--- src/hw/rtl/whfc_pkg.sv ---
// Shared types and constants for the WLAN frame header classifier.
// Holds the byte and record payload structs and the protocol constants.
// No dependencies.
package whfc_pkg;

	// One frame byte with its side information
	typedef struct packed {
		logic        is_data_frame;
		logic [7:0]  data_byte;
		logic        is_last;
		logic [11:0] sig_length;
		logic [47:0] arrival_time;
	} in_item_t;

	// One classified frame record
	typedef struct packed {
		logic [31:0] src_ip;
		logic [31:0] dst_ip;
		logic [15:0] protocol_code;
		logic [11:0] out_length;
		logic [47:0] capture_time;
	} out_item_t;

	// Per-frame verdict handed from the parser to the output register
	typedef struct packed {
		logic      keep;
		out_item_t rec;
	} verdict_t;

	// Capture modes (code 3 behaves like MODE_ALL)
	localparam logic [1:0] MODE_ALL     = 2'd0;
	localparam logic [1:0] MODE_TCP_SYN = 2'd1;
	localparam logic [1:0] MODE_ARP     = 2'd2;

	// Register select, taken from address bit 3
	localparam logic REG_AP_MAC       = 1'b0;
	localparam logic REG_CAPTURE_MODE = 1'b1;

	// Header lengths including LLC/SNAP
	localparam logic [5:0] BASE_HDR_LEN = 6'd32;
	localparam logic [5:0] QOS_HDR_LEN  = 6'd34;

	localparam logic [15:0] ETH_TYPE_ARP  = 16'h0806;
	localparam logic [15:0] ETH_TYPE_IPV4 = 16'h0800;
	localparam logic [15:0] ARP_CODE_BASE = 16'd900;
	localparam logic [3:0]  IPV4_VERSION  = 4'd4;
	localparam logic [7:0]  IP_PROTO_TCP  = 8'd6;
	localparam logic [7:0]  TCP_FLAG_SYN  = 8'h02;

endpackage

--- src/hw/rtl/whfc_parse.sv ---
// Per-frame header parser: byte position, address match flags, captured fields
// and the keep/drop verdict on the last byte of a frame.
// Depends on whfc_pkg.
module whfc_parse #(
	parameter int MAX_FRAME_BYTES = 4095
) (
	input  logic                clk,
	input  logic                arst_n,
	input  logic                en,
	input  whfc_pkg::in_item_t  item,
	input  logic [47:0]         ap_mac,
	input  logic [1:0]          capture_mode,
	output whfc_pkg::verdict_t  verdict
);
	import whfc_pkg::*;

	localparam int IDX_W = $clog2(MAX_FRAME_BYTES + 1);

	// Address fields span bytes 4..21, six bytes each
	localparam logic [IDX_W-1:0] MAC_FIRST = IDX_W'(4);
	localparam logic [IDX_W-1:0] MAC_END   = IDX_W'(22);
	localparam logic [IDX_W-1:0] IDX_MAX   = IDX_W'(MAX_FRAME_BYTES);

	// Offsets past the header
	localparam logic [IDX_W-1:0] ARP_OP_OFF  = IDX_W'(6);
	localparam logic [IDX_W-1:0] ARP_SPA_OFF = IDX_W'(14);
	localparam logic [IDX_W-1:0] ARP_SPA_END = IDX_W'(18);
	localparam logic [IDX_W-1:0] ARP_TPA_OFF = IDX_W'(24);
	localparam logic [IDX_W-1:0] ARP_TPA_END = IDX_W'(28);
	localparam logic [IDX_W-1:0] IP_PROTO_OFF = IDX_W'(9);
	localparam logic [IDX_W-1:0] IP_SRC_OFF  = IDX_W'(12);
	localparam logic [IDX_W-1:0] IP_DST_OFF  = IDX_W'(16);
	localparam logic [IDX_W-1:0] IP_DST_END  = IDX_W'(20);
	localparam logic [IDX_W-1:0] TCP_FLAGS_OFF = IDX_W'(33);

	// Last index needed (bytes needed minus one)
	localparam logic [IDX_W-1:0] ARP_LAST_IDX = IDX_W'(27);
	localparam logic [IDX_W-1:0] IP_LAST_IDX  = IDX_W'(19);
	localparam logic [IDX_W-1:0] TCP_LAST_IDX = IDX_W'(33);
	localparam logic [11:0]      TCP_LEN_MIN  = 12'd34;

	typedef struct packed {
		logic [1:0] addr;
		logic [2:0] octet;
	} mac_slot_t;

	function automatic mac_slot_t mac_slot(input logic [4:0] rel);
		mac_slot_t s;
		if (rel >= 5'd12) begin
			s.addr  = 2'd2;
			s.octet = 3'(rel - 5'd12);
		end else if (rel >= 5'd6) begin
			s.addr  = 2'd1;
			s.octet = 3'(rel - 5'd6);
		end else begin
			s.addr  = 2'd0;
			s.octet = 3'(rel);
		end
		return s;
	endfunction

	logic [IDX_W-1:0] idx_q, idx_d;
	logic [2:0]       match_q, match_n, match_d;
	logic             qos_q, qos_n, qos_d;
	logic [15:0]      type_q, type_n, type_d;
	logic [15:0]      arp_op_q, arp_op_n, arp_op_d;
	logic [3:0]       ver_q, ver_n, ver_d;
	logic [7:0]       proto_q, proto_n, proto_d;
	logic [7:0]       tcp_q, tcp_n, tcp_d;
	logic [31:0]      sender_q, sender_n, sender_d;
	logic [31:0]      target_q, target_n, target_d;

	logic [5:0]       hdr;
	logic [IDX_W-1:0] hdr_w, off;
	logic             past_hdr, is_arp;
	mac_slot_t        slot;
	logic [7:0]       mac_byte;
	logic             base_ok, ip_ok, tcp_ok;

	always_comb begin
		qos_n    = (idx_q == '0) ? item.data_byte[7] : qos_q;
		hdr      = qos_n ? QOS_HDR_LEN : BASE_HDR_LEN;
		hdr_w    = IDX_W'(hdr);
		match_n  = match_q;
		type_n   = type_q;
		arp_op_n = arp_op_q;
		ver_n    = ver_q;
		proto_n  = proto_q;
		tcp_n    = tcp_q;
		sender_n = sender_q;
		target_n = target_q;

		// Address filter: clear the flag of an address on any byte mismatch
		slot = mac_slot(5'(idx_q[4:0] - 5'd4));
		case (slot.octet)
			3'd0:    mac_byte = ap_mac[47:40];
			3'd1:    mac_byte = ap_mac[39:32];
			3'd2:    mac_byte = ap_mac[31:24];
			3'd3:    mac_byte = ap_mac[23:16];
			3'd4:    mac_byte = ap_mac[15:8];
			default: mac_byte = ap_mac[7:0];
		endcase
		if (idx_q >= MAC_FIRST && idx_q < MAC_END && item.data_byte != mac_byte)
			match_n[slot.addr] = 1'b0;

		if (idx_q == hdr_w - IDX_W'(2) || idx_q == hdr_w - IDX_W'(1))
			type_n = {type_q[7:0], item.data_byte};

		is_arp   = (type_n == ETH_TYPE_ARP);
		past_hdr = (idx_q >= hdr_w);
		off      = idx_q - hdr_w;
		if (past_hdr) begin
			if (is_arp) begin
				if (off == ARP_OP_OFF || off == ARP_OP_OFF + IDX_W'(1))
					arp_op_n = {arp_op_q[7:0], item.data_byte};
				else if (off >= ARP_SPA_OFF && off < ARP_SPA_END)
					sender_n = {sender_q[23:0], item.data_byte};
				else if (off >= ARP_TPA_OFF && off < ARP_TPA_END)
					target_n = {target_q[23:0], item.data_byte};
			end else begin
				if (off == '0)
					ver_n = item.data_byte[7:4];
				else if (off == IP_PROTO_OFF)
					proto_n = item.data_byte;
				else if (off >= IP_SRC_OFF && off < IP_DST_OFF)
					sender_n = {sender_q[23:0], item.data_byte};
				else if (off >= IP_DST_OFF && off < IP_DST_END)
					target_n = {target_q[23:0], item.data_byte};
				else if (off == TCP_FLAGS_OFF)
					tcp_n = item.data_byte;
			end
		end

		// Verdict, valid only when the byte is the last of its frame
		base_ok = item.is_data_frame && (match_n != 3'b000) &&
			(item.sig_length > 12'(hdr)) && (idx_q >= hdr_w - IDX_W'(1));
		ip_ok   = (capture_mode != MODE_ARP) && (type_n == ETH_TYPE_IPV4) &&
			(idx_q >= hdr_w + IP_LAST_IDX) && (ver_n == IPV4_VERSION);
		tcp_ok  = (proto_n == IP_PROTO_TCP) &&
			(item.sig_length > 12'(hdr) + TCP_LEN_MIN) &&
			(idx_q >= hdr_w + TCP_LAST_IDX) && ((tcp_n & TCP_FLAG_SYN) != 8'd0);

		verdict.keep = 1'b0;
		verdict.rec.src_ip        = sender_n;
		verdict.rec.dst_ip        = target_n;
		verdict.rec.protocol_code = {8'd0, proto_n};
		verdict.rec.out_length    = item.sig_length;
		verdict.rec.capture_time  = item.arrival_time;
		if (base_ok) begin
			if (is_arp && capture_mode != MODE_TCP_SYN) begin
				verdict.keep = (idx_q >= hdr_w + ARP_LAST_IDX);
				verdict.rec.protocol_code = ARP_CODE_BASE + arp_op_n;
			end else if (ip_ok) begin
				verdict.keep = (capture_mode != MODE_TCP_SYN) || tcp_ok;
			end
		end

		// Advance the position, or clear the frame state after the last byte
		if (item.is_last) begin
			idx_d    = '0;
			match_d  = 3'b111;
			qos_d    = 1'b0;
			type_d   = '0;
			arp_op_d = '0;
			ver_d    = '0;
			proto_d  = '0;
			tcp_d    = '0;
			sender_d = '0;
			target_d = '0;
		end else begin
			idx_d    = (idx_q < IDX_MAX) ? idx_q + IDX_W'(1) : idx_q;
			match_d  = match_n;
			qos_d    = qos_n;
			type_d   = type_n;
			arp_op_d = arp_op_n;
			ver_d    = ver_n;
			proto_d  = proto_n;
			tcp_d    = tcp_n;
			sender_d = sender_n;
			target_d = target_n;
		end
	end

	always_ff @(posedge clk or negedge arst_n) begin
		if (!arst_n) begin
			idx_q    <= '0;
			match_q  <= 3'b111;
			qos_q    <= 1'b0;
			type_q   <= '0;
			arp_op_q <= '0;
			ver_q    <= '0;
			proto_q  <= '0;
			tcp_q    <= '0;
			sender_q <= '0;
			target_q <= '0;
		end else if (en) begin
			idx_q    <= idx_d;
			match_q  <= match_d;
			qos_q    <= qos_d;
			type_q   <= type_d;
			arp_op_q <= arp_op_d;
			ver_q    <= ver_d;
			proto_q  <= proto_d;
			tcp_q    <= tcp_d;
			sender_q <= sender_d;
			target_q <= target_d;
		end
	end

endmodule

--- src/hw/rtl/wlan_frame_header_classifier_unit.sv ---
// Top level of the WLAN frame header classifier: APB register block, input
// stage register, header parser and record output register.
// Depends on whfc_pkg and whfc_parse.
//
// Usage:
// - Byte channel (byte_valid/byte_ready/byte_data): one frame byte per
//   transaction, byte 0 first, is_last set on the final byte. sig_length,
//   is_data_frame and arrival_time are taken from the last byte.
// - Record channel (rec_valid/rec_ready/rec_data): at most one record per
//   frame, produced from its last byte; frames that fail the filters give none.
// - APB port: ap_mac at byte address 0, capture_mode at byte address 8, 64-bit
//   data, pready tied high; address bits below bit 3 are ignored.
// Timing: one byte per cycle sustained unless a last byte stalls (see Stalls).
//   A byte is held in the stage register and parsed there; its record is then
//   registered in the output register for rec_data. The per-frame state
//   update (address compare, field capture) is the single stage of work.
// Stalls: while a record waits in the output register, non-last bytes keep
//   flowing; only a last byte holds in the stage register until the record
//   is taken (rec_ready), so no record is ever overwritten.
// Reset: arst_n clears the registers (ap_mac 0, mode 0), the frame state
//   and both valid flags; byte_ready is high from reset on.
module wlan_frame_header_classifier_unit #(
	parameter int MAX_FRAME_BYTES = 4095
) (
	input  logic                clk,
	input  logic                arst_n,
	// APB configuration
	input  logic                psel,
	input  logic                penable,
	input  logic                pwrite,
	input  logic [3:0]          paddr,
	input  logic [63:0]         pwdata,
	output logic [63:0]         prdata,
	output logic                pready,
	// Frame bytes
	input  logic                byte_valid,
	output logic                byte_ready,
	input  whfc_pkg::in_item_t  byte_data,
	// Records
	output logic                rec_valid,
	input  logic                rec_ready,
	output whfc_pkg::out_item_t rec_data
);
	import whfc_pkg::*;

	logic [47:0] ap_mac_q;
	logic [1:0]  capture_mode_q;
	logic        cfg_wr;

	in_item_t    item_s1;
	logic        valid_s1;
	logic        adv_s1;
	verdict_t    verdict;

	out_item_t   rec_q;
	logic        rec_valid_q;

	// Configuration registers: write in the APB access phase
	assign pready = 1'b1;
	assign cfg_wr = psel && penable && pwrite;

	always_ff @(posedge clk or negedge arst_n) begin
		if (!arst_n) begin
			ap_mac_q       <= '0;
			capture_mode_q <= MODE_ALL;
		end else if (cfg_wr) begin
			unique case (paddr[3])
				REG_AP_MAC:       ap_mac_q       <= pwdata[47:0];
				REG_CAPTURE_MODE: capture_mode_q <= pwdata[1:0];
				default:          ;
			endcase
		end
	end

	always_comb begin
		unique case (paddr[3])
			REG_AP_MAC:       prdata = {16'd0, ap_mac_q};
			REG_CAPTURE_MODE: prdata = {62'd0, capture_mode_q};
			default:          prdata = '0;
		endcase
	end

	// Stage register: a non-last byte always advances; a last byte advances
	// only when the output register is free or being drained this cycle
	assign adv_s1     = valid_s1 && (!item_s1.is_last || !rec_valid_q || rec_ready);
	assign byte_ready = !valid_s1 || adv_s1;

	always_ff @(posedge clk or negedge arst_n) begin
		if (!arst_n)
			valid_s1 <= 1'b0;
		else if (byte_ready)
			valid_s1 <= byte_valid;
	end

	always_ff @(posedge clk) begin
		if (byte_ready && byte_valid)
			item_s1 <= byte_data;
	end

	whfc_parse #(
		.MAX_FRAME_BYTES(MAX_FRAME_BYTES)
	) u_parse (
		.clk          (clk),
		.arst_n       (arst_n),
		.en           (adv_s1),
		.item         (item_s1),
		.ap_mac       (ap_mac_q),
		.capture_mode (capture_mode_q),
		.verdict      (verdict)
	);

	// Output register: load a kept record, drop valid once it is taken
	always_ff @(posedge clk or negedge arst_n) begin
		if (!arst_n)
			rec_valid_q <= 1'b0;
		else if (adv_s1 && item_s1.is_last && verdict.keep)
			rec_valid_q <= 1'b1;
		else if (rec_ready)
			rec_valid_q <= 1'b0;
	end

	always_ff @(posedge clk) begin
		if (adv_s1 && item_s1.is_last && verdict.keep)
			rec_q <= verdict.rec;
	end

	assign rec_valid = rec_valid_q;
	assign rec_data  = rec_q;

	// An empty stage register must always take a byte
	a_empty_stage_ready: assert property (@(posedge clk) disable iff (!arst_n)
		!valid_s1 |-> byte_ready)
		else $error("stage register empty but byte_ready low");

	// A record appears only from a last byte that advanced
	a_rec_from_last: assert property (@(posedge clk) disable iff (!arst_n)
		$rose(rec_valid) |-> $past(adv_s1 && item_s1.is_last))
		else $error("record produced without a last byte");

	// A waiting record is never replaced by the next frame's record
	a_rec_not_overwritten: assert property (@(posedge clk) disable iff (!arst_n)
		(rec_valid && !rec_ready) |-> !(adv_s1 && item_s1.is_last))
		else $error("last byte advanced over a waiting record");

	// Kept frames are always longer than the shortest header
	a_rec_len: assert property (@(posedge clk) disable iff (!arst_n)
		rec_valid |-> (rec_data.out_length > 12'(BASE_HDR_LEN)))
		else $error("record with length not above header length");

endmodule
--- config.mk ---
export PLATFORM = sky130hd
export DESIGN_NAME = wlan_frame_header_classifier_unit
export DESIGN_NICKNAME = d
export VERILOG_FILES = /design/src/hw/rtl/whfc_pkg.sv /design/src/hw/rtl/whfc_parse.sv /design/src/hw/rtl/wlan_frame_header_classifier_unit.sv
export SDC_FILE = /design/constraint.sdc
export NUM_CORES = 1
export LEC_CHECK = 0
export BUFFER_PORTS_ARGS = -buffer_cell sky130_fd_sc_hd__buf_2
export CAP_MARGIN = 30
export CORE_ASPECT_RATIO = 0.6
export CORE_UTILIZATION = 30
export DETAILED_ROUTE_END_ITERATION = 8
export MAX_ROUTING_LAYER = met4
export PLACE_DENSITY = 0.45
export SETUP_SLACK_MARGIN = 0.02
export SLEW_MARGIN = 20
export SYNTH_ARGS = -nofsm -noshare
export SYNTH_HDL_FRONTEND = slang
export SYNTH_SLANG_ARGS = --single-unit
--- constraint.sdc ---
create_clock -name clk -period 19.4 [get_ports clk]
set_clock_uncertainty 0.1 [all_clocks]
set_input_delay 0.97 -clock clk [delete_from_list [all_inputs] [get_ports clk]]
set_output_delay 0.97 -clock clk [all_outputs]
set_load 0.005 [all_outputs]
==> results.txt, run 1 <==
vias in the first global route: 11800
RSZ-0062 raised after global routing: false
layout cells sized above 1: 33.0%
die area: 59000 µm²
maximum clock rate: 128 MHz
final total power: 2.00 mW
Final Max Slew Viols: 0
worst path bufs/invs: 3
number of nets in the layout: 1797
Required @ worst endpoint: 19.62 ns
Max stage delay on crit path: 0.97 ns
GRT overflow: 0
DR pass1 iterations: 5
routability cong.: 0.852
post-CTS setup buffer count: 0
CTS clock-pin slew for the worst setup and hold paths: 0.07 ns
cell depth of the worst setup path: 24
peak supply drop: 0.0452 mV
Detail Route Antenna Nets: 0
number of synthesized flops with an enable pin: 210
Seq/Total Area, Yosys: 61.7%
largest net degree at the start of global routing: 111
port buffer count: 315
Yosys warning count: 0
Syn Area/Cell: 13.1 µm²
final design utilization: 37.4%
Mapped Cells: 1331
endpoints failing setup: 0
pwr/cell area: 94.7 nW/µm²
htree depth: 2
Initial Util: 30.8%
DRC Markers: 0
Rel. slew slack: 32.7%
placed cells: 2343
hold_buf cts: 0
Worst-Skew Late Latency: 0.57 ns
synthesized flop and latch total: 387
Final Hold Fails: 0
CTS root buf: clkbuf_16
pre-CTS WS: 11.68 ns
post-synthesis cell type count: 90
hold_ws: 0.179 ns
FFs w/ async S/R, synth: 45.7%
Worst R2R Start: u_parse.idx_q[1]
number of antenna violations at the first check in global routing: 3
met1 capacity usage during global routing: 23.7%
setup TNS: 0 ns
CP Launch Type: flop
result of the run: finished clean
kind of cell adding the most delay to the critical path: simple AND/OR/NAND/NOR gates
CTS max path bufs: 3
Max Cap Violations: 0
Worst Path Arrival: 8.04 ns
period utilisation layout: 40.3%
dpl cell area: 19700 µm²
Chip Width: 313 µm
Die Y: 189 µm
commonest non-fill, non-tap cells in the layout: 314 x buf_2, 210 x edfxtp_1, 174 x dfrtp_1, 109 x mux2_2, 85 x a22o_1
most used cell, CP: nand2_1
Worst path slowest cell: dfrtp_1
crit path time final: 7.82 ns
Leakage: 9.21 nW
routed wire length: 47900 µm
GRT Overall Usage: 16.5%
FP Rows: 67
CTS tree: done
worst-margin pin slew: 1.01 ns
first-pass GRT wire length: 73200 µm
worst min path class: in2async
R2R setup slack: 11.58 ns
First DRT Iteration DRCs: 684
Sink Count: 387
synthesis-to-finish area growth: 21.5%
Primary FF master, synth: edfxtp_1
Worst Setup Path Type: reg2reg
CP cell instances: clkinv_1, ha_1, nand4_1, mux2i_1, buf_4, inv_1, ha_1, or4b_2, a2111oi_1, xnor2_1, nand2_1, a221oi_2, and2_0, and3_1, nand2_1, nand2_1, ha_1, nand4_1, nand2_1, nand3_1, mux2i_1, a21boi_0, xor2_1, nor2_1
fin area: 21100 µm²
grt peak-use layer: met1
vias: 11800
reg2reg end: rec_data[74]
DR vias/cell: 4.87
critical path endpoint category: flop
reg2reg path depth: 24
post-route insts no fill: 2424
total CTS buffers: 41
setup slack after layout: 11.58 ns
post-synthesis cell area: 17400 µm²
M3 GR Usage: 3.65%
cts repair resizes: 0
Ports: 352
DP Wirelength: 32900 µm
average routed wire per standard cell: 19.8 µm
met2 Track Usage GR: 23.6%
most common cell after layout, fill and taps aside: buf_2
maximum net fanout on the critical path: 23
Core Area: 56600 µm²
==> area by class of cell <==
cell class                      count  area [µm²]
Clock inverter                     23         210
Multi-Input combinational cell    828        6160
Sequential cell                   387       10700
Timing Repair Buffer              341        1840
Antenna cell                        3        7.51
Inverter                           31         116
Tap cell                          759         950
Fill cell                        5562       35400
Clock buffer                       52        1130
==> power by group <==
| part | leakage [nW] | internal [mW] | switching (mW) |
|---|---|---|---|
| Clock | 0.657 | 0.454 | 0.338 |
| Combinational | 4.04 | 0.110 | 0.151 |
| Sequential | 4.51 | 0.911 | 0.0400 |
==> worst register-to-register path, cell delays in order (launching register included) <==
cell and delay [ns]:
dfrtp_1 0.97, clkinv_1 0.63, ha_1 0.42, nand4_1 0.12, mux2i_1 0.08, buf_4 0.17, inv_1 0.25, ha_1 0.24
or4b_2 0.66, a2111oi_1 0.49, xnor2_1 0.17, nand2_1 0.08, a221oi_2 0.38, and2_0 0.39, and3_1 0.64, nand2_1 0.12
nand2_1 0.15, ha_1 0.29, nand4_1 0.15, nand2_1 0.13, nand3_1 0.08, mux2i_1 0.28, a21boi_0 0.33, xor2_1 0.18
nor2_1 0.05
==> cells by family (layout without fill, tap and decap cells) <==
kind of cell | after synthesis | in the layout | synth area share, %
simple gates | 339 | 339 | 10.5
mux | 133 | 133 | 8.50
other cells | 2 | 20 | 0.0431
compound gates | 283 | 283 | 12.4
fa+ha+maj | 22 | 22 | 1.58
xor+xnor | 34 | 34 | 1.75
buf+inv | 131 | 447 | 3.47
flops | 387 | 387 | 61.7
==> worst max path at each step <==
| stage | slack, ns | start | to |
|---|---|---|---|
| after global routing | 10.95 | u_parse.idx_q[1] | rec_data[74] |
| after global placement | 11.72 | u_parse.idx_q[1] | rec_data[21] |
| after detailed placement | 11.68 | u_parse.idx_q[1] | rec_data[21] |
| after floorplan | 10.88 | u_parse.idx_q[9] | rec_data[0] |
| final | 11.58 | u_parse.idx_q[1] | rec_data[74] |
| after CTS | 11.62 | u_parse.idx_q[1] | rec_data[26] |
==> synthesized netlist by cell type (5+ instances only) <==
cell type,n,share of area [%]
mux2i_1,20,1.2
and4_1,7,0.35
dfrtp_1,174,25
nor3_1,23,0.66
a22o_1,85,4.3
o221ai_1,7,0.35
ha_1,22,1.6
edfxtp_1,210,36
and2_1,21,0.75
nand3_1,20,0.58
buf_4,18,0.78
mux2_2,109,7.1
clkbuf_1,59,1.3
nor2_1,57,1.2
a221oi_1,8,0.40
nor2b_1,54,1.9
and3_1,8,0.29
nand2_1,83,1.8
xor2_1,17,0.86
a21oi_1,54,1.6
a21o_1,8,0.35
o21ai_0,40,1.2
inv_1,30,0.65
buf_1,7,0.15
a31oi_1,10,0.36
nand4_1,18,0.65
nor4_1,5,0.18
buf_2,11,0.32
o22ai_1,7,0.25
xnor2_1,16,0.81
nand2b_1,14,0.50
==> state kept, by name, indices dropped and copies added (netlist names), 4 cells and up <==
| signal | cells |
|---|---|
| u_parse.sender_q | 32 |
| rec_data | 140 |
| u_parse.target_q | 32 |
| u_parse.arp_op_q | 16 |
| u_parse.ver_q | 4 |
| u_parse.proto_q | 8 |
| item_s1 | 70 |
| u_parse.type_q | 16 |
| ap_mac_q | 48 |
| u_parse.idx_q | 12 |
==> per-layer routing <==
metal	part of all wire (%)	wire length [µm]	vias up
met5	0	0	-
met4	1.7	805	0
met3	5.4	2570	59
met2	44	21100	255
met1	49	23400	5945
li1	-	-	5542
No activity file was read; power rests on OpenSTA's default activity.
==> run 2: changes to the inputs <==
- clock period: 19.4 -> 7.8 ns (I/O delays scaled with it)
==> results.txt, run 2 (same netlist as run 1, synthesis figures left out) <==
die area: 59000 µm² (unchanged)
Worst R2R Start: u_parse.idx_q[9] (was u_parse.idx_q[1])
Final Hold Fails: 0 (unchanged)
Ports: 352 (unchanged)
pwr/cell area: 227 nW/µm² (was 94.7 nW/µm²)
Final Max Slew Viols: 0 (unchanged)
DRC Markers: 0 (unchanged)
max reg flops: 140 (unchanged)
setup TNS: 0 ns (unchanged)
peak supply drop: 0.120 mV (was 0.0452 mV)
Worst-Skew Late Latency: 0.55 ns (was 0.57 ns)
vias: 12300 (was 11800)
DP Wirelength: 33200 µm (was 32900 µm)
number of nets in the layout: 1922 (was 1797)
Die Y: 189 µm (unchanged)
diode count: 0 (was 3)
largest net degree at the start of global routing: 112 (was 111)
vias in the first global route: 12300 (was 11800)
CTS clock-pin slew for the worst setup and hold paths: 0.06 ns (was 0.07 ns)
Worst Setup SP: u_parse.idx_q[9] (was u_parse.idx_q[1])
endpoints failing setup: 0 (unchanged)
port buffer count: 315 (unchanged)
GRT Overall Usage: 16.9% (was 16.5%)
First DRT Iteration DRCs: 765 (was 684)
first-pass GRT wire length: 75900 µm (was 73200 µm)
Rel. slew slack: 31.2% (was 32.7%)
GRT overflow: 0 (unchanged)
number of antenna violations at the first check in global routing: 0 (was 3)
Switch Pwr: 1.31 mW (was 0.529 mW)
cell internal pwr: 3.78 mW (was 1.47 mW)
period utilisation layout: 85.4% (was 40.3%)
critical path endpoint category: flop (unchanged)
post-CTS setup buffer count: 0 (unchanged)
Max Cap Violations: 0 (unchanged)
routability cong.: 0.879 (was 0.852)
htree depth: 2 (unchanged)
CTS root buf: clkbuf_16 (unchanged)
CTS max path bufs: 3 (unchanged)
sequential share of power: 46.3% (was 47.5%)
Leakage: 9.73 nW (was 9.21 nW)
most used cell, CP: nand2_1 (unchanged)
Worst Setup Path Type: reg2reg (unchanged)
Core Area: 56600 µm² (unchanged)
maximum net fanout on the critical path: 8 (was 23)
total CTS buffers: 41 (unchanged)
cts repair resizes: 0 (unchanged)
CP cell instances: or4_1, nor3_1, buf_4, nand4_1, mux2i_1, inv_1, ha_1, or4b_2, a2111oi_1, xnor2_1, nand2_1, a221oi_2, and2_0, and3_1, nand2_1, nand2_1, ha_1, nand4_1, nand2_1, nand3_1, mux2i_1, a21boi_0, xor2_1, nor2_1 (was clkinv_1, ha_1, nand4_1, mux2i_1, buf_4, inv_1, ha_1, or4b_2, a2111oi_1, xnor2_1, nand2_1, a221oi_2, and2_0, and3_1, nand2_1, nand2_1, ha_1, nand4_1, nand2_1, nand3_1, mux2i_1, a21boi_0, xor2_1, nor2_1)
CP Launch Type: flop (unchanged)
DR pass1 iterations: 5 (unchanged)
average routed wire per standard cell: 19.3 µm (was 19.8 µm)
DR vias/cell: 4.82 (was 4.87)
Worst Path Arrival: 6.85 ns (was 8.04 ns)
layout cells sized above 1: 30.8% (was 33.0%)
worst-margin pin slew: 1.03 ns (was 1.01 ns)
FP Rows: 67 (unchanged)
result of the run: finished clean (unchanged)
Detail Route Antenna Nets: 0 (unchanged)
synthesis-to-finish area growth: 28.7% (was 21.5%)
hold_ws: 0.223 ns (was 0.179 ns)
clock power share: 39.7% (was 39.5%)
Chip Width: 313 µm (unchanged)
HP Start: rec_ready
crit path time final: 6.66 ns (was 7.82 ns)
Initial Util: 30.8% (unchanged)
worst min path class: in2reg (was in2async)
maximum clock rate: 150 MHz (was 128 MHz)
commonest non-fill, non-tap cells in the layout: 314 x buf_2, 210 x edfxtp_1, 174 x dfrtp_1, 120 x dlygate4sd3_1, 109 x mux2_2 (was 314 x buf_2, 210 x edfxtp_1, 174 x dfrtp_1, 109 x mux2_2, 85 x a22o_1)
Comb power frac: 14.1% (was 13.0%)
Required @ worst endpoint: 7.99 ns (was 19.62 ns)
Sink Count: 387 (unchanged)
Max stage delay on crit path: 0.69 ns (was 0.97 ns)
routed wire length: 49100 µm (was 47900 µm)
most common cell after layout, fill and taps aside: buf_2 (unchanged)
RSZ-0062 raised after global routing: false (unchanged)
CTS tree: done (unchanged)
Worst path slowest cell: or4b_2 (was dfrtp_1)
Sw Share: 25.8% (was 26.4%)
[run 2: what timing repair did]
item                                   4_1_cts  5_1_grt
endpoints found under the hold margin      228        0
hold buffers                               120        0
setup endpoints to repair                    0        0
[run 2: power groups by stage]
stage,sequential (mW),clock [mW],combinational [mW]
after global routing,2.37,2.17,0.790
after global placement,2.39,0,0.659
final,2.36,2.02,0.716
after detailed placement,2.39,0,0.665
after CTS,2.35,2.10,0.719
after floorplan,2.35,0,0.452
[run 2: through the flow]
| step | utilization, % | area [µm²] | worst slack (ns) | instances | power (mW) |
|---|---|---|---|---|---|
| floorplan | - | 17500 | 0.724 | 1346 | 2.80 |
| global placement | 34.9 | 19800 | 1.20 | 2347 | 3.05 |
| detailed placement | 35.0 | 19800 | 1.22 | 2349 | 3.06 |
| CTS | 39.5 | 22400 | 1.20 | 2542 | 5.17 |
| global route | 39.6 | 22400 | 0.633 | 2544 | 5.32 |
| finish | 39.6 | 22400 | 1.14 | 2544 | 5.09 |
[run 2: worst max-delay path: cells and delay by family, from the launching register on]
kind                     cells  cell delay (ns)
buffers and inverters        2             0.40
AND/OR/NAND/NOR             13             2.99
XOR/XNOR                     2             0.34
AO/OA/AOI/OAI                3             1.11
multiplexers                 2             0.48
adder cells (fa/ha/maj)      2             0.54
flip-flops                   1             0.47
[run 2: cell type report]
class                           count  area, µm²
Clock buffer                       58       1150
Clock inverter                     15        224
Fill cell                        5472      34200
Inverter                           31        116
Multi-Input combinational cell    828       6160
Sequential cell                   387      10700
Tap cell                          759        950
Timing Repair Buffer              466       3060
[run 2: routing by layer]
layer,track usage [%],vias up,part of all wire (%)
li1,-,5791,-
met3,3.40,51,5.2
met5,-,-,0
met1,24.8,6123,49
met4,2.83,0,1.2
met2,24.1,298,44
[run 2: worst paths after layout]
kind                       cells past startpoint                    to  slack, ns
setup / recovery                              24          rec_data[74]       1.14
setup reg to reg                              24          rec_data[74]       1.14
max in group asynchronous                      5   u_parse.sender_q[3]       5.86
min in group asynchronous                      2  u_parse.target_q[26]       0.25
hold / removal                                 4              valid_s1       0.22
hold reg to reg                                0          rec_data[33]       0.32
==> run 3: changes to the inputs <==
- PLACE_DENSITY: 0.45 -> default
==> results.txt, run 3 (same netlist as run 1, synthesis figures left out) <==
DP Wirelength: 32400 µm (was 33200 µm)
fill count: 5341 (was 5472)
CTS clock-pin slew for the worst setup and hold paths: 0.06 ns (about the same)
cell depth of the worst setup path: 24 (unchanged)
setup TNS: 0 ns (unchanged)
most used cell, CP: nand2_1 (unchanged)
htree depth: 2 (unchanged)
worst-margin pin slew: 0.995 ns (was 1.03 ns)
number of antenna violations at the first check in global routing: 0 (unchanged)
vias: 12500 (was 12300)
HP Start: rec_ready (unchanged)
port buffer count: 315 (unchanged)
max reg flops: 140 (unchanged)
dpl cell area: 19800 µm² (about the same)
maximum clock rate: 150 MHz (about the same)
routed wire length: 47600 µm (was 49100 µm)
CTS tree: done (unchanged)
critical path endpoint category: flop (unchanged)
synthesis-to-finish area growth: 28.8% (was 28.7%)
Final Hold Fails: 0 (unchanged)
maximum net fanout on the critical path: 8 (unchanged)
most common cell after layout, fill and taps aside: buf_2 (unchanged)
Worst Setup SP: u_parse.idx_q[9] (unchanged)
commonest non-fill, non-tap cells in the layout: 314 x buf_2, 210 x edfxtp_1, 174 x dfrtp_1, 120 x dlygate4sd3_1, 109 x mux2_2 (unchanged)
fin area: 22400 µm² (about the same)
reg2reg end: rec_data[74] (unchanged)
GRT Overall Usage: 16.5% (was 16.9%)
Required @ worst endpoint: 8.01 ns (was 7.99 ns)
Max Cap Violations: 0 (unchanged)
CP cell instances: or4_1, nor3_1, buf_4, nand4_1, mux2i_1, inv_1, ha_1, or4b_2, a2111oi_1, xnor2_1, nand2_1, a221oi_2, and2_0, and3_1, nand2_1, nand2_1, ha_1, nand4_1, nand2_1, nand3_1, mux2i_1, a21boi_0, xor2_1, nor2_1 (unchanged)
crit path time final: 6.67 ns (was 6.66 ns)
Hold Crit Depth: 4 (unchanged)
Initial Util: 30.8% (unchanged)
placed cells: 2346 (was 2349)
hold path endpoint: valid_s1 (unchanged)
largest net degree at the start of global routing: 112 (unchanged)
GRT overflow: 0 (unchanged)
DR vias/cell: 4.90 (was 4.82)
Worst Setup Path Type: reg2reg (unchanged)
period utilisation layout: 85.5% (was 85.4%)
FP Rows: 67 (unchanged)
kind of cell adding the most delay to the critical path: simple AND/OR/NAND/NOR gates (unchanged)
Ports: 352 (unchanged)
Sink Count: 387 (unchanged)
Rel. slew slack: 33.4% (was 31.2%)
R2R setup slack: 1.13 ns (was 1.14 ns)
Detail Route Antenna Nets: 0 (unchanged)
Worst-Skew Late Latency: 0.56 ns (was 0.55 ns)
vias in the first global route: 12600 (was 12300)
worst min path class: in2reg (unchanged)
final total power: 4.99 mW (was 5.09 mW)
peak supply drop: 0.126 mV (was 0.120 mV)
pwr/cell area: 223 nW/µm² (was 227 nW/µm²)
post-CTS setup buffer count: 0 (unchanged)
total CTS buffers: 41 (unchanged)
CP Launch Type: flop (unchanged)
post-route insts no fill: 2546 (was 2544)
CTS root buf: clkbuf_16 (unchanged)
Worst Path Arrival: 6.88 ns (was 6.85 ns)
endpoints failing setup: 0 (unchanged)
DR pass1 iterations: 6 (was 5)
first-pass GRT wire length: 74100 µm (was 75900 µm)
result of the run: finished clean (unchanged)
Die Y: 189 µm (unchanged)
CTS max path bufs: 3 (unchanged)
reg2reg path depth: 24 (unchanged)
Worst R2R Start: u_parse.idx_q[9] (unchanged)
diode count: 0 (unchanged)
number of nets in the layout: 1922 (unchanged)
DRC Markers: 0 (unchanged)
First DRT Iteration DRCs: 906 (was 765)
RSZ-0062 raised after global routing: false (unchanged)
Final Max Slew Viols: 0 (unchanged)
die area: 59000 µm² (unchanged)
routability cong.: 0.892 (was 0.879)
Max stage delay on crit path: 0.68 ns (was 0.69 ns)
Leakage: 9.72 nW (was 9.73 nW)
average routed wire per standard cell: 18.7 µm (was 19.3 µm)
worst path bufs/invs: 2 (unchanged)
layout cells sized above 1: 30.8% (about the same)
Worst path slowest cell: or4b_2 (unchanged)
Chip Width: 313 µm (unchanged)
Core Area: 56600 µm² (unchanged)
-- run 3: timing repair --
action	CTS	global route
endpoints found under the hold margin	228	0
resized for setup	0	0
hold buffers	120	0
-- run 3: through the flow --
step / hold WS (ns) / util, % / setup WS (ns)
after floorplan: -0.00559 / - / 0.724
after CTS: 0.0814 / 39.4 / 1.21
after detailed placement: 0.305 / 35.0 / 1.23
after global placement: 0.300 / 34.9 / 1.26
after global routing: 0.138 / 39.6 / 0.602
final: 0.115 / 39.6 / 1.13
-- run 3: worst max path at each step --
stage	to	slack, ns
5_1_grt	rec_data[74]	0.60
6_report	rec_data[74]	1.13
3_3_place_gp	rec_data[74]	1.26
4_1_cts	rec_data[74]	1.21
2_1_floorplan	rec_data[0]	0.72
3_5_place_dp	rec_data[74]	1.23
-- run 3: area by class of cell --
class | count | area [µm²] | share of cell area (%)
clock inverter | 16 | 153 | 0.681
tap | 759 | 950 | 4.24
sequential | 387 | 10700 | 47.9
multi-input combinational | 828 | 6160 | 27.5
clock buffer | 59 | 1150 | 5.15
timing repair buffer | 466 | 3150 | 14.0
inverter | 31 | 116 | 0.519
-- run 3: layer usage --
metal / GRT usage (%) / part of all wire [%] / up-vias
met4: 3.56 / 1.4 / 0
li1: - / - / 5787
met1: 23.3 / 47 / 6257
met2: 24.1 / 45 / 375
met5: - / 0 / -
met3: 3.62 / 6.2 / 50
-- run 3: tightest hold or removal path, stage by stage --
cell      delay [ns]
buf_2           0.07
nor2b_1         0.07
nand3_1         0.12
nand2b_1        0.07
-- run 3: power breakdown --
part,switching [mW],internal [mW]
Combinational,0.395,0.316
Sequential,0.0927,2.27
Clock,0.819,1.10
